==> src/rtl/core/usp_pkg.sv <==
// ----------------------------------------------------------------------------
// usp_pkg
// Shared types and constants for the USB audio OUT stream unpacker.
// ----------------------------------------------------------------------------
package usp_pkg;

    localparam int unsigned MAX_PACKET_WORDS_DEF = 512;

    localparam int unsigned CFG_IDX_W  = 3;
    localparam int unsigned CFG_DATA_W = 12;

    typedef enum logic [CFG_IDX_W-1:0] {
        CFG_STREAM_ALT  = 3'd0,
        CFG_SAMPLE_FMT  = 3'd1,
        CFG_EAC3_ALT    = 3'd2,
        CFG_AC3_ALT     = 3'd3,
        CFG_PCM_MAX     = 3'd4,
        CFG_IEC_MAX     = 3'd5,
        CFG_EAC3_MAX    = 3'd6
    } t_cfg_idx;

    // sample_format codes; the unused codes decode as 32-bit
    localparam logic [1:0] FMT_16 = 2'd0;
    localparam logic [1:0] FMT_24 = 2'd1;

    localparam logic KIND_START   = 1'b0;
    localparam logic KIND_PAYLOAD = 1'b1;

    localparam logic RES_STATUS = 1'b0;
    localparam logic RES_SAMPLE = 1'b1;

    typedef enum logic [1:0] {
        ST_OK     = 2'd0,
        ST_CLOSED = 2'd1,
        ST_BAD    = 2'd2
    } t_status;

    localparam logic [2:0]  RST_STREAM_ALT = 3'd0;
    localparam logic [1:0]  RST_SAMPLE_FMT = 2'd0;
    localparam logic [2:0]  RST_EAC3_ALT   = 3'd5;
    localparam logic [2:0]  RST_AC3_ALT    = 3'd4;
    localparam logic [11:0] RST_PCM_MAX    = 12'd1024;
    localparam logic [11:0] RST_IEC_MAX    = 12'd1024;
    localparam logic [11:0] RST_EAC3_MAX   = 12'd2048;

    typedef struct packed {
        logic [2:0]  stream_alt;
        logic [1:0]  sample_format;
        logic [2:0]  eac3_alt;
        logic [2:0]  ac3_alt;
        logic [11:0] pcm_max;
        logic [11:0] iec_max;
        logic [11:0] eac3_max;
    } t_cfg;

    // results caused by one input item (at most two)
    typedef struct packed {
        logic        valid;
        logic        two;
        logic        kind;
        t_status     status;
        logic [31:0] sample0;
        logic [31:0] sample1;
        logic        last0;
        logic        last1;
    } t_bundle;

endpackage

==> src/rtl/core/usp_cfg_regs.sv <==
// ----------------------------------------------------------------------------
// usp_cfg_regs
// Configuration register file with write-only access.
// ----------------------------------------------------------------------------
module usp_cfg_regs import usp_pkg::*; (
    input  logic                  i_clk,
    input  logic                  i_rst_n,
    input  logic                  i_cfg_we,
    input  logic [CFG_IDX_W-1:0]  i_cfg_index,
    input  logic [CFG_DATA_W-1:0] i_cfg_wdata,
    output t_cfg                  o_cfg
);

    t_cfg r_cfg;

    always_ff @(posedge i_clk) begin
        if (!i_rst_n) begin
            r_cfg.stream_alt    <= RST_STREAM_ALT;
            r_cfg.sample_format <= RST_SAMPLE_FMT;
            r_cfg.eac3_alt      <= RST_EAC3_ALT;
            r_cfg.ac3_alt       <= RST_AC3_ALT;
            r_cfg.pcm_max       <= RST_PCM_MAX;
            r_cfg.iec_max       <= RST_IEC_MAX;
            r_cfg.eac3_max      <= RST_EAC3_MAX;
        end else if (i_cfg_we) begin
            unique case (t_cfg_idx'(i_cfg_index))
                CFG_STREAM_ALT: r_cfg.stream_alt    <= i_cfg_wdata[2:0];
                CFG_SAMPLE_FMT: r_cfg.sample_format <= i_cfg_wdata[1:0];
                CFG_EAC3_ALT:   r_cfg.eac3_alt      <= i_cfg_wdata[2:0];
                CFG_AC3_ALT:    r_cfg.ac3_alt       <= i_cfg_wdata[2:0];
                CFG_PCM_MAX:    r_cfg.pcm_max       <= i_cfg_wdata;
                CFG_IEC_MAX:    r_cfg.iec_max       <= i_cfg_wdata;
                CFG_EAC3_MAX:   r_cfg.eac3_max      <= i_cfg_wdata;
                default: ;
            endcase
        end
    end

    assign o_cfg = r_cfg;

endmodule

==> src/rtl/core/usp_parser.sv <==
// ----------------------------------------------------------------------------
// usp_parser
// Packet start check, counters and word unpacking for one accepted item.
// ----------------------------------------------------------------------------
module usp_parser import usp_pkg::*; #(
    parameter int unsigned MAX_PACKET_WORDS = MAX_PACKET_WORDS_DEF
) (
    input  logic        i_clk,
    input  logic        i_rst_n,
    input  t_cfg        i_cfg,
    input  logic        i_take,
    input  logic        i_kind,
    input  logic [15:0] i_packet_length,
    input  logic [31:0] i_data_word,
    output t_bundle     o_bundle,
    output logic [31:0] o_bad_packet_count,
    output logic [31:0] o_rx_packet_count,
    output logic [31:0] o_rx_frame_count
);

    localparam int unsigned WCW       = $clog2(MAX_PACKET_WORDS + 1);
    localparam int unsigned LEN_LIMIT = MAX_PACKET_WORDS * 4;

    logic [WCW-1:0] r_words, n_words;
    logic [31:0]    r_bad, n_bad;
    logic [31:0]    r_pkts, n_pkts;
    logic [31:0]    r_frames, n_frames;

    logic [11:0]    max_pkt;
    logic           fmt16;
    logic           len_bad;
    logic [15:0]    frames;
    logic           last;
    t_bundle        bundle;

    always_comb begin
        priority if (i_cfg.stream_alt == i_cfg.eac3_alt) begin
            max_pkt = i_cfg.eac3_max;
        end else if (i_cfg.stream_alt >= i_cfg.ac3_alt) begin
            max_pkt = i_cfg.iec_max;
        end else begin
            max_pkt = i_cfg.pcm_max;
        end
    end

    assign fmt16   = (i_cfg.sample_format == FMT_16);
    assign len_bad = (i_packet_length > {4'd0, max_pkt})
                   || (i_packet_length[1:0] != 2'd0)
                   || (!fmt16 && i_packet_length[2])
                   || ({16'd0, i_packet_length} > 32'(LEN_LIMIT));
    assign frames  = fmt16 ? {2'd0, i_packet_length[15:2]}
                           : {3'd0, i_packet_length[15:3]};
    assign last    = (r_words == WCW'(1));

    always_comb begin
        n_words  = r_words;
        n_bad    = r_bad;
        n_pkts   = r_pkts;
        n_frames = r_frames;
        bundle   = '0;
        if (i_take) begin
            if (i_kind == KIND_START) begin
                n_words      = '0;
                bundle.valid = 1'b1;
                bundle.kind  = RES_STATUS;
                priority if (i_cfg.stream_alt == 3'd0) begin
                    bundle.status = ST_CLOSED;
                end else if (len_bad) begin
                    bundle.status = ST_BAD;
                    n_bad         = r_bad + 32'd1;
                end else begin
                    bundle.status = ST_OK;
                    n_pkts        = r_pkts + 32'd1;
                    n_frames      = r_frames + {16'd0, frames};
                    // length is within the buffer here, so the count fits
                    n_words       = i_packet_length[WCW+1:2];
                end
            end else if (r_words != '0) begin
                n_words      = r_words - WCW'(1);
                bundle.valid = 1'b1;
                bundle.kind  = RES_SAMPLE;
                bundle.status = ST_OK;
                priority if (fmt16) begin
                    bundle.two     = 1'b1;
                    bundle.sample0 = {{16{i_data_word[15]}}, i_data_word[15:0]};
                    bundle.sample1 = {{16{i_data_word[31]}}, i_data_word[31:16]};
                    bundle.last1   = last;
                end else if (i_cfg.sample_format == FMT_24) begin
                    bundle.sample0 = {{8{i_data_word[31]}}, i_data_word[31:8]};
                    bundle.last0   = last;
                end else begin
                    bundle.sample0 = i_data_word;
                    bundle.last0   = last;
                end
            end
        end
    end

    always_ff @(posedge i_clk) begin
        if (!i_rst_n) begin
            r_words  <= '0;
            r_bad    <= '0;
            r_pkts   <= '0;
            r_frames <= '0;
        end else begin
            r_words  <= n_words;
            r_bad    <= n_bad;
            r_pkts   <= n_pkts;
            r_frames <= n_frames;
        end
    end

    assign o_bundle           = bundle;
    assign o_bad_packet_count = r_bad;
    assign o_rx_packet_count  = r_pkts;
    assign o_rx_frame_count   = r_frames;

endmodule

==> src/rtl/core/usp_result_buf.sv <==
// ----------------------------------------------------------------------------
// usp_result_buf
// Result register; plays out one or two results per item.
// ----------------------------------------------------------------------------
module usp_result_buf import usp_pkg::*; (
    input  logic        i_clk,
    input  logic        i_rst_n,
    input  t_bundle     i_bundle,
    input  logic        i_ready,
    output logic        o_can_take,
    output logic        o_valid,
    output logic        o_result_kind,
    output logic [1:0]  o_packet_status,
    output logic [31:0] o_sample_value,
    output logic        o_last_sample
);

    logic        r_valid, n_valid;
    logic        r_sel, n_sel;
    t_bundle     r_bnd;
    logic        xfer;
    logic        done;

    assign xfer       = r_valid && i_ready;
    assign done       = xfer && (!r_bnd.two || r_sel);
    assign o_can_take = !r_valid || done;

    always_comb begin
        n_valid = r_valid;
        n_sel   = r_sel;
        if (xfer) begin
            if (done) begin
                n_valid = 1'b0;
                n_sel   = 1'b0;
            end else begin
                n_sel = 1'b1;
            end
        end
        if (i_bundle.valid) begin
            n_valid = 1'b1;
            n_sel   = 1'b0;
        end
    end

    always_ff @(posedge i_clk) begin
        if (!i_rst_n) begin
            r_valid <= 1'b0;
            r_sel   <= 1'b0;
        end else begin
            r_valid <= n_valid;
            r_sel   <= n_sel;
        end
    end

    always_ff @(posedge i_clk) begin
        if (i_bundle.valid) begin
            r_bnd <= i_bundle;
        end
    end

    assign o_valid         = r_valid;
    assign o_result_kind   = r_bnd.kind;
    assign o_packet_status = r_bnd.status;
    assign o_sample_value  = r_sel ? r_bnd.sample1 : r_bnd.sample0;
    assign o_last_sample   = r_sel ? r_bnd.last1 : r_bnd.last0;

endmodule

==> src/rtl/core/usb_audio_stream_unpacker_top.sv <==
// ----------------------------------------------------------------------------
// usb_audio_stream_unpacker_top
// USB audio OUT packet unpacker: start items are checked and counted,
// payload words are split into signed samples.
// ----------------------------------------------------------------------------
// Input channel (i_valid/o_ready): a start item (kind 0) carries the packet
// length, payload items (kind 1) carry one 32-bit word each.
// Output channel (o_valid/i_ready): one status result per start item, one
// sample per payload word (two in 16-bit mode, left then right). Stray words
// give no result. The three counters on the output show the values after
// the item that caused the result.
// A result is registered and appears in the cycle after its item transfer.
// Throughput: one item per cycle while the receiver is ready; a 16-bit payload
// word stays in the one-sample-per-cycle output register until the pair is out.
// The next item is taken in the cycle the last pending result leaves.
// Receiver stall: the result register holds, and o_ready drops until it
// drains. Reset: configuration returns to defaults, counters and the open
// packet clear, the output goes empty. The user must write configuration
// through i_cfg_we/i_cfg_index/i_cfg_wdata while the block is idle (the block does not enforce it).
// ----------------------------------------------------------------------------
module usb_audio_stream_unpacker_top import usp_pkg::*; #(
    parameter int unsigned MAX_PACKET_WORDS = MAX_PACKET_WORDS_DEF
) (
    input  logic                  i_clk,
    input  logic                  i_rst_n,
    input  logic                  i_cfg_we,
    input  logic [CFG_IDX_W-1:0]  i_cfg_index,
    input  logic [CFG_DATA_W-1:0] i_cfg_wdata,
    input  logic                  i_valid,
    output logic                  o_ready,
    input  logic                  i_kind,
    input  logic [15:0]           i_packet_length,
    input  logic [31:0]           i_data_word,
    output logic                  o_valid,
    input  logic                  i_ready,
    output logic                  o_result_kind,
    output logic [1:0]            o_packet_status,
    output logic signed [31:0]    o_sample_value,
    output logic                  o_last_sample,
    output logic [31:0]           o_bad_packet_count,
    output logic [31:0]           o_rx_packet_count,
    output logic [31:0]           o_rx_frame_count
);

    t_cfg        cfg;
    t_bundle     bundle;
    logic        can_take;
    logic        take;
    logic [31:0] sample;

    assign o_ready = can_take;
    assign take    = i_valid && can_take;

    usp_cfg_regs u_cfg (
        .i_clk       (i_clk),
        .i_rst_n     (i_rst_n),
        .i_cfg_we    (i_cfg_we),
        .i_cfg_index (i_cfg_index),
        .i_cfg_wdata (i_cfg_wdata),
        .o_cfg       (cfg)
    );

    usp_parser #(
        .MAX_PACKET_WORDS (MAX_PACKET_WORDS)
    ) u_parser (
        .i_clk              (i_clk),
        .i_rst_n            (i_rst_n),
        .i_cfg              (cfg),
        .i_take             (take),
        .i_kind             (i_kind),
        .i_packet_length    (i_packet_length),
        .i_data_word        (i_data_word),
        .o_bundle           (bundle),
        .o_bad_packet_count (o_bad_packet_count),
        .o_rx_packet_count  (o_rx_packet_count),
        .o_rx_frame_count   (o_rx_frame_count)
    );

    usp_result_buf u_out (
        .i_clk           (i_clk),
        .i_rst_n         (i_rst_n),
        .i_bundle        (bundle),
        .i_ready         (i_ready),
        .o_can_take      (can_take),
        .o_valid         (o_valid),
        .o_result_kind   (o_result_kind),
        .o_packet_status (o_packet_status),
        .o_sample_value  (sample),
        .o_last_sample   (o_last_sample)
    );

    assign o_sample_value = $signed(sample);

endmodule
==> config.mk <==
export PLATFORM = sky130hd
export DESIGN_NAME = usb_audio_stream_unpacker_top
export DESIGN_NICKNAME = d
export VERILOG_FILES = /design/src/rtl/core/usp_pkg.sv /design/src/rtl/core/usp_cfg_regs.sv /design/src/rtl/core/usp_parser.sv /design/src/rtl/core/usp_result_buf.sv /design/src/rtl/core/usb_audio_stream_unpacker_top.sv
export SDC_FILE = /design/constraint.sdc
export NUM_CORES = 1
export LEC_CHECK = 0
export BUFFER_PORTS_ARGS = -buffer_cell sky130_fd_sc_hd__buf_2
export CAP_MARGIN = 20
export CORE_MARGIN = 10
export CORE_UTILIZATION = 56
export CTS_BUF_LIST = sky130_fd_sc_hd__clkbuf_4 sky130_fd_sc_hd__clkbuf_8
export DETAILED_ROUTE_END_ITERATION = 6
export GPL_TIMING_DRIVEN = 0
export HOLD_SLACK_MARGIN = 0.12
export PLACE_DENSITY_LB_ADDON = 0.25
export SKIP_LAST_GASP = 1
export SYNTH_ARGS = -nofsm -noshare
export SYNTH_HDL_FRONTEND = slang
export SYNTH_SLANG_ARGS = --single-unit
==> constraint.sdc <==
create_clock -name i_clk -period 5.8 [get_ports i_clk]
set_input_delay 1.74 -clock i_clk [delete_from_list [all_inputs] [get_ports i_clk]]
set_output_delay 1.74 -clock i_clk [all_outputs]
set_load 0.01 [all_outputs]
* Yosys cells after proc, flatten, opt, wreduce, memory -nomap -nowiden
Index checks and enable logic that the tools add are counted.
** Word-level totals
- Register bits after elaboration :: 209
- Bits of input ports :: 69
- Output and inout bits :: 134
- Word-level logic and storage cells :: 105
** Cells by class
- Add/subtract/negate cells :: 4
- Order comparisons :: 3
- Eq/ne operators :: 10
- Multiplexer cells :: 27
- Bitwise logic cells :: 6
- Reductions and logical operators :: 35
** Operators by type and width (number)
- two-way mux 71 bit :: 2
- two-way mux 32 bit :: 3
- two-way mux 66 bit :: 1
- adder 32 x 1 -> 32 bit, second input constant :: 2
- two-way mux 10 bit :: 4
- adder 32 x 16 -> 32 bit :: 1
- two-way mux 31 bit :: 1
- two-way mux 12 bit :: 2
- AND reduction 2 bit :: 10
- > comparator 16 x 12 -> 1 bit :: 1
- > comparator 16 x 12 -> 1 bit, second input constant :: 1
- two-way mux 14 bit :: 1
- AND reduction 4 bit :: 3
- == test 10 x 1 -> 1 bit, second input constant :: 1
- two-way mux 1 bit :: 10
- nonzero test 10 bit :: 1
- subtractor 10 x 1 -> 10 bit, second input constant :: 1
- == test 3 bit, second input constant :: 3
- == test 3 x 2 -> 1 bit, second input constant :: 2
- zero test 3 bit :: 2
- NOT 1 bit :: 6
- nonzero test 2 bit :: 3
- logical OR 1 bit :: 5
- logical AND 1 bit :: 4
- other kinds (12) :: 15

* Depth between registers and ports, before layout
Gate-level depths: netlist of the first run.
- Depth after elaboration :: 13
- Depth in mapped cells :: 20

* Hierarchy
A second synthesis of the first run with hierarchy kept.
** Unflattened totals
- Cell total of the unflattened synthesis :: 1254
- Area, all modules :: 11790.1 µm²
** By module, submodules not included
- usp_parser :: times used 1, cells an instance 952, area an instance 7255.7 µm², sequential area each 2122.0 µm²
- usp_result_buf :: times used 1, cells an instance 119, area an instance 2626.3 µm², sequential area each 2142.1 µm²
- usp_cfg_regs :: times used 1, cells an instance 182, area an instance 1901.8 µm², sequential area each 940.9 µm²
- usb_audio_stream_unpacker_top :: times used 1, cells an instance 1, area an instance 6.3 µm², sequential area each 0.0 µm²

* Worst setup path after synthesis of the first run
Ideal clock, no wire load.
- Kind :: input -> register
- From :: input port i_ready
- To :: register u_parser.r_words[2]
- Setup time :: 0.124 ns
- Arrival :: 4.667 ns
- Required time :: 5.676 ns
- Path slack :: 1.009 ns
- Stages :: 10
- Path buffers :: 1
- Cell sequence :: inv_1 o21ai_4 nand2_1 a21oi_1 nor2_2 inv_1 clkbuf_1 o21ai_0 nand3_1 o21ai_0
** Between the ends
- Word-level cells in the longest chain between the ends :: 5
** Ends and longest elaborated chain
- start: declaration :: RTL line usb_audio_stream_unpacker_top.sv:35 : input logic i_ready,
- logical AND 1 bit :: RTL line usp_result_buf.sv:24 : assign xfer = r_valid && i_ready;
- logical AND 1 bit :: RTL line usp_result_buf.sv:25 : assign done = xfer && (!r_bnd.two || r_sel);
- logical OR 1 bit :: RTL line usp_result_buf.sv:26 : assign o_can_take = !r_valid || done;
- net o_ready :: RTL line usb_audio_stream_unpacker_top.sv:30 : output logic o_ready,
- logical AND 1 bit :: RTL line usb_audio_stream_unpacker_top.sv:52 : assign take = i_valid && can_take;
- AND reduction 2 bit (no source line)
- end signal: assignment :: RTL line usp_parser.sv:106 : r_words <= n_words;
- end: declaration :: RTL line usp_parser.sv:24 : logic [WCW-1:0] r_words, n_words;
The timed path passes the listed nets, and every way through them passes these cells.
A chain may end at the register's enable or synchronous reset.

* Final worst setup path of the first run
- From :: register u_cfg.r_cfg (netlist bit u_cfg.o_cfg[44])
- To :: register u_parser.r_bad[24], in the netlist u_parser.o_bad_packet_count[24]
** Between the ends
- Word-level cells in the longest chain between the ends :: 8
** Ends and longest elaborated chain
- start: declaration :: RTL line usp_cfg_regs.sv:14 : t_cfg r_cfg;
- greater-or-equal comparator 3 bit :: RTL line usp_parser.sv:39 : end else if (i_cfg.stream_alt >= i_cfg.ac3_alt) begin
- two-way mux 12 bit :: RTL line usp_parser.sv:39
- two-way mux 12 bit :: RTL line usp_parser.sv:37 : priority if (i_cfg.stream_alt == i_cfg.eac3_alt) begin
- > comparator 16 x 12 -> 1 bit :: RTL line usp_parser.sv:47 : assign len_bad = (i_packet_length > {4'd0, max_pkt})
- logical OR 1 bit :: RTL line usp_parser.sv:48 : || (i_packet_length[1:0] != 2'd0)
- logical OR 1 bit :: RTL line usp_parser.sv:49 : || (!fmt16 && i_packet_length[2])
- logical OR 1 bit :: RTL line usp_parser.sv:50 : || ({16'd0, i_packet_length} > 32'(LEN_LIMIT));
- AND reduction 4 bit (no source line) *
- end signal: assignment :: RTL line usp_parser.sv:107 : r_bad <= n_bad;
- end: declaration :: RTL line usp_parser.sv:25 : logic [31:0] r_bad, n_bad;
Every way passes the cells marked *; elsewhere a longest branch is shown, timed or not.

==> results of run 1 <==
[per-layer routing]
layer | wire (um) | vias up
met5 | 0 | -
met3 | 2726 | 84
li1 | - | 5079
met4 | 1065 | 0
met1 | 13790 | 4918
met2 | 15610 | 405
[flip-flops by register name, summed over array words and instances, names as in the netlist]
register and count:
u_out.o_packet_status 2, u_parser.o_bad_packet_count 32, u_out.o_valid 1, u_parser.r_words 10, u_out.r_bnd 51, u_parser.o_rx_frame_count 32
u_out.r_sel 1, u_parser.o_rx_packet_count 32, u_out.o_result_kind 1, u_cfg.o_cfg 47
[worst max-delay path: cells and delay by family, from the launching register on]
family | cells | cell delay [ns]
XOR/XNOR | 1 | 0.19
adder cells (fa/ha/maj) | 2 | 0.53
multiplexers | 1 | 0.30
flip-flops | 1 | 0.39
AO/OA/AOI/OAI | 7 | 1.46
AND/OR/NAND/NOR | 3 | 0.21
buffers and inverters | 5 | 1.70
[where the power goes]
part	switching, mW	leakage (nW)	total [mW]	internal [mW]
Clock	0.598	0.382	1.36	0.760
Sequential	0.0532	1.80	1.72	1.67
Combinational	0.416	3.28	0.658	0.242
[how the worst min path moves through the flow]
stage	slack, ns	from	end	depth (start not counted)
2_1_floorplan	0.44	u_cfg.o_cfg[24]	u_cfg.o_cfg[24]	2
4_1_cts	0.46	u_cfg.o_cfg[21]	u_cfg.o_cfg[21]	2
3_5_place_dp	0.45	u_cfg.o_cfg[21]	u_cfg.o_cfg[21]	2
3_3_place_gp	0.44	u_cfg.o_cfg[21]	u_cfg.o_cfg[21]	2
6_report	0.45	u_cfg.o_cfg[21]	u_cfg.o_cfg[21]	2
5_1_grt	0.47	u_cfg.o_cfg[12]	u_cfg.o_cfg[12]	2
[synth_stat cells, drive strengths merged, types with 12 or more instances]
library cell / number / area (um2)
o21ai: 46 / 241.5
a211oi: 24 / 185.2
o211ai: 17 / 127.6
clkbuf: 57 / 214.0
xnor2: 29 / 254.0
nand4: 20 / 161.4
buf: 23 / 152.6
a21oi: 133 / 665.6
nand2: 224 / 840.8
ha: 33 / 412.9
mux2: 29 / 326.6
nor2: 91 / 344.1
nor4: 15 / 125.1
inv: 40 / 150.1
nor3: 16 / 91.34
edfxtp: 54 / 1622
o41ai: 15 / 138.9
o311ai: 13 / 113.9
and3: 28 / 175.2
mux2i: 44 / 440.4
or4: 12 / 97.59
dfxtp: 155 / 3103
nand3: 37 / 215.2
nand2b: 44 / 275.3
[cells by family after synthesis]
logic type / Yosys count
flops: 209
fa+ha+maj: 34
xor+xnor: 40
compound gates: 287
mux: 73
buf+inv: 120
simple gates: 521
[area by class of cell]
type                       count  area [um2]
clock buffer                  57       703.2
tap                          265       331.6
sequential                   209        4725
clock inverter                 2       8.758
multi-input combinational    955        5977
inverter                      40       150.1
fill                        1659        6291
buffer                        80       367.9
antenna                        4       10.01
timing repair buffer         202        1026
==> flow_summary.yaml, run 1 <==
setup_path:
  start_kind: "flip-flop"
  slowest_stage: "buf_1"
  critical_path_class: "flip-flop to flip-flop"
  critPathMaxFanout: 10
  crit_chain: "inv_1 > ha_1 > nand2b_1 > a21o_1 > a21o_1 > buf_1 > mux2i_1 > nor2_1 > a21oi_1 > ha_1 > a21oi_1 > o21ai_0 > o31ai_1 > buf_4 > buf_2 > clkbuf_1 > a211oi_1 > xnor2_1 > nor2_1"
  worstPathArrival_ns: 5.31
  rrSetupSlack_ns: 0.90
  end_kind: "flip-flop"
  rr_worst_depth: 19
  cpPeakStageDelay_ns: 0.58
  crit_start: "u_cfg.o_cfg[44]"
  cp.required_ns: 6.21
  worstReg2RegEnd: "u_parser.o_bad_packet_count[24]"
  endpoint: "u_parser.o_bad_packet_count[24]"
  r2r_start: "u_cfg.o_cfg[44]"
clock_tree:
  holdBufCountCts: 0
  post_cts_buffers: 0
  root_buffer: "clkbuf_8"
  cts_num_sinks: 209
  htree_levels: 2
  clock_path_buffers: 3
  postCtsResizedCells: 0
  clk_pin_slew_ns: 0.06
  cts_buffers: 35
  tritoncts: "built"
  clock_latency_ns: 0.53
synthesis:
  yosys_register_bits: 209
  syn-num-nets: 1387
  synth-edff-count: 54
  synthesis.area_um2: 11220
  synth.area.mux_share_pct: 6.837
  synth_compound_area_share_pct: 16.60
  synth_top_family_by_area: "simple AND/OR/NAND/NOR gates"
  yosys_warnings: 0
  postSynthCellCount: 1284
  ys_types: 67
  synth_seq_area_share_pct: 42.11
  postSynthAreaPerCell_um2: 8.737
  synthAdderAreaFrac_pct: 3.859
  ys.flop_type: "dfxtp_1"
  yosys.area_share.simple_pct: 22.86
  async_reset_ff_share_pct: 0
  synth_xor_area_share_pct: 3.123
place:
  dp.cells: 1751
  gp_congestion: 0.9375
  io_buffers: 201
  placedInstanceArea_um2: 12580
  post-place-ws_ns: 0.8599
  place_hpwl_um: 24580
pwr:
  report.power.total_mw: 3.736
  irDropWorstVdd_mv: 0.1444
  leakage_nw: 5.465
  power.density_nw_per_um2: 280.9
finish:
  area_growth_pct: 18.55
  stdcell_count: 1814
  layout_commonest_cell: "nand2_1"
  nNetsFinal: 1626
  layout-drive-gt1-share_pct: 22.14
  fin_area_um2: 13300
  final_cell_mix: "nand2_1, buf_2, dfxtp_1"
  fin_util_pct: 67.89
routing:
  vias_per_cell: 5.781
  antenna_left: 0
  wire_per_inst_um: 18.30
  drtIter0Drc: 727
  vias: 10490
  drt-total-wl_um: 33190
  dr.pass1.iters: 5
  drt_drc_violations_left: 0
sta:
  tightest_slew_ns: 0.7240
  finalSetupTns_ns: 0
  relSlewSlack_pct: 51.74
  slew_violations: 0
  skew_ns: 0.01058
  finalSetupViolCount: 0
  fin_ws_ns: 0.8965
  finalCritPeriodShare_pct: 84.54
  max_freq_mhz: 203.9
  hold_viol_final: 0
  whs_ns: 0.4536
  rsz0062_at_grt: "false"
  fin_crit_ns: 4.903
global_route:
  antenna_found_initial: 2
  grt-ovfl-total: 0
  grt-busiest-layer: "met2"
  grt_use_met2_pct: 40.62
  grt_pass1_vias: 10370
  grt_pass1_wl_um: 53340
  gr-usage-met3_pct: 6.457
  grtUsageMet1_pct: 29.96
  track_usage_pct: 24.60
  grt_max_degree: 40
status:
  status: "complete, no violations"
floorplanning:
  dieWidth_um: 161.5
  fp.dieH_um: 161.5
  initial_utilization_pct: 57.27
  die_area_um2: 26090
  core_um2: 19590
  num_rows: 51
  io_pins: 203
job:
  cap_violations: 0
worst_hold_path:
  hold_path.class: "flip-flop to flip-flop"
No activity file was read; power rests on OpenSTA's default activity.
==> inputs of run 2 (changes only) <==
- clock period: 5.8 -> 4.84 ns (I/O delays scaled with it)
==> run 2 against run 1 <==
Sequential share of layout area hardly changed. Clock skew barely moved. Utilization about the same. Clock-buffer cell count did not move. Global-route usage is essentially flat. Design area barely moved.
==> flow_summary.yaml, run 2 (same netlist as run 1, synthesis figures left out) <==
finish:
  final_cell_mix: "nand2_1, buf_2, dfxtp_1"
  nNetsFinal: 1624
  largest_reg_flops: 51
  stdcell_count: 1810
  top_register: "u_out.r_bnd"
  area_growth_pct: 18.48
  regArea_um2: 4725
  layout-drive-gt1-share_pct: 22.36
  fill_cells: 1660
  multi_input_area_um2: 5981
  layout_commonest_cell: "nand2_1"
  fin_area_um2: 13290
setup_path:
  critPathMaxFanout: 10
  crit_start: "u_cfg.o_cfg[43]"
  critPathBufInv: 3
  r2r_start: "u_cfg.o_cfg[43]"
  end_kind: "flip-flop"
  start_kind: "flip-flop"
  worstPathArrival_ns: 4.90
  endpoint: "u_parser.o_rx_frame_count[18]"
  slowest_stage: "a2111oi_0"
  rr_worst_depth: 14
  path_depth: 14
  critical_path_class: "flip-flop to flip-flop"
  rrSetupSlack_ns: 0.37
  cpPeakStageDelay_ns: 0.45
  crit_chain: "clkbuf_1 > nor2_2 > clkbuf_2 > mux2_2 > ha_1 > fa_1 > a211oi_1 > o21ai_0 > a2111oi_0 > nor3_1 > a31oi_2 > buf_2 > o311ai_0 > o41ai_1"
  cp.required_ns: 5.26
  worstReg2RegEnd: "u_parser.o_rx_frame_count[18]"
  critPathTopFamily: "compound AO/OA/AOI/OAI gates"
sta:
  finalCritPeriodShare_pct: 92.46
  skew_ns: 0.01097
  whs_ns: 0.4527
  tightest_slew_ns: 0.7177
  max_freq_mhz: 223.5
  hold_viol_final: 0
  finalSetupViolCount: 0
  fin_ws_ns: 0.3651
  relSlewSlack_pct: 52.16
  fin_crit_ns: 4.475
  slew_violations: 0
  rsz0062_at_grt: "false"
global_route:
  track_usage_pct: 24.59
  grt_max_degree: 40
  grt_pass1_vias: 10370
  grt_pass1_wl_um: 53320
  antenna_found_initial: 2
  grt-ovfl-total: 0
routing:
  drt_drc_violations_left: 0
  drtIter0Drc: 724
  dr.pass1.iters: 5
  vias_per_cell: 5.781
  antenna_left: 0
  drt-total-wl_um: 33220
  vias: 10460
  wire_per_inst_um: 18.35
place:
  io_buffers: 201
  dp.cells: 1751
  post-place-ws_ns: 0.03691
  placedInstanceArea_um2: 12580
  place_hpwl_um: 24580
  gp_congestion: 0.9375
job:
  cap_violations: 0
floorplanning:
  num_rows: 51
  initial_utilization_pct: 57.27
  io_pins: 203
  die_area_um2: 26090
  fp.dieH_um: 161.5
  dieWidth_um: 161.5
  core_um2: 19590
worst_hold_path:
  hold_path.class: "flip-flop to flip-flop"
clock_tree:
  post_cts_buffers: 0
  postCtsResizedCells: 0
  cts_num_sinks: 209
  clock_latency_ns: 0.53
  tritoncts: "built"
  clk_pin_slew_ns: 0.06
  root_buffer: "clkbuf_8"
  cts_buffers: 35
  htree_levels: 2
  clock_path_buffers: 3
  holdBufCountCts: 0
pwr:
  power.density_nw_per_um2: 336.6
  leakage_nw: 5.464
  irDropWorstVdd_mv: 0.1733
status:
  status: "complete, no violations"
run 2: worst reg2reg max path, delay by kind of cell (launching register included):
family	cells	cell delay, ns
and+or+nand+nor	2	0.49
buffers and inverters	3	0.87
adders and majority gates	2	0.64
AOI/OAI and AO/OA	6	1.63
DFF	1	0.36
muxes	1	0.38
run 2: per-stage QoR:
stage	total power, mW	util, %	setup TNS, ns
final	4.474	67.85	0
after floorplan	2.582	-	0
after global routing	4.664	67.84	0
after detailed placement	2.877	64.20	0
after global placement	2.855	64.09	-24.94
after CTS	4.485	67.82	0
run 2: cell type report:
type | instances | area share, %
multi-input combinational | 955 | 45.00
sequential | 209 | 35.55
antenna | 2 | 0.03765
inverter | 40 | 1.130
timing repair buffer | 202 | 7.719
tap | 265 | 2.495
buffer | 78 | 2.721
clock inverter | 2 | 0.06589
clock buffer | 57 | 5.290
run 2: where the power goes:
| group | switching, mW | total, mW | internal, mW | leakage, nW |
|---|---|---|---|---|
| registers | 0.0632 | 2.06 | 2.00 | 1.80 |
| clock network | 0.715 | 1.63 | 0.911 | 0.382 |
| logic | 0.497 | 0.786 | 0.289 | 3.28 |
run 2: how the worst min path moves through the flow:
stage | startpoint | depth (start not counted) | slack (ns) | end
after detailed placement | u_cfg.o_cfg[21] | 2 | 0.45 | u_cfg.o_cfg[21]
after CTS | u_cfg.o_cfg[21] | 2 | 0.46 | u_cfg.o_cfg[21]
after global placement | u_cfg.o_cfg[21] | 2 | 0.44 | u_cfg.o_cfg[21]
after floorplan | u_cfg.o_cfg[24] | 2 | 0.44 | u_cfg.o_cfg[24]
final | u_cfg.o_cfg[21] | 2 | 0.45 | u_cfg.o_cfg[21]
after global routing | u_cfg.o_cfg[12] | 2 | 0.47 | u_cfg.o_cfg[12]
run 2: layer usage:
metal / track usage, % / vias to the layer above / part of all wire, % / wire, um
met5: 0 / - / 0 / 0
met4: 9.760 / 0 / 3.2 / 1079
met3: 6.457 / 84 / 8.8 / 2935
met2: 40.60 / 421 / 47 / 15570
met1: 29.95 / 4892 / 41 / 13640
li1: - / 5067 / - / -
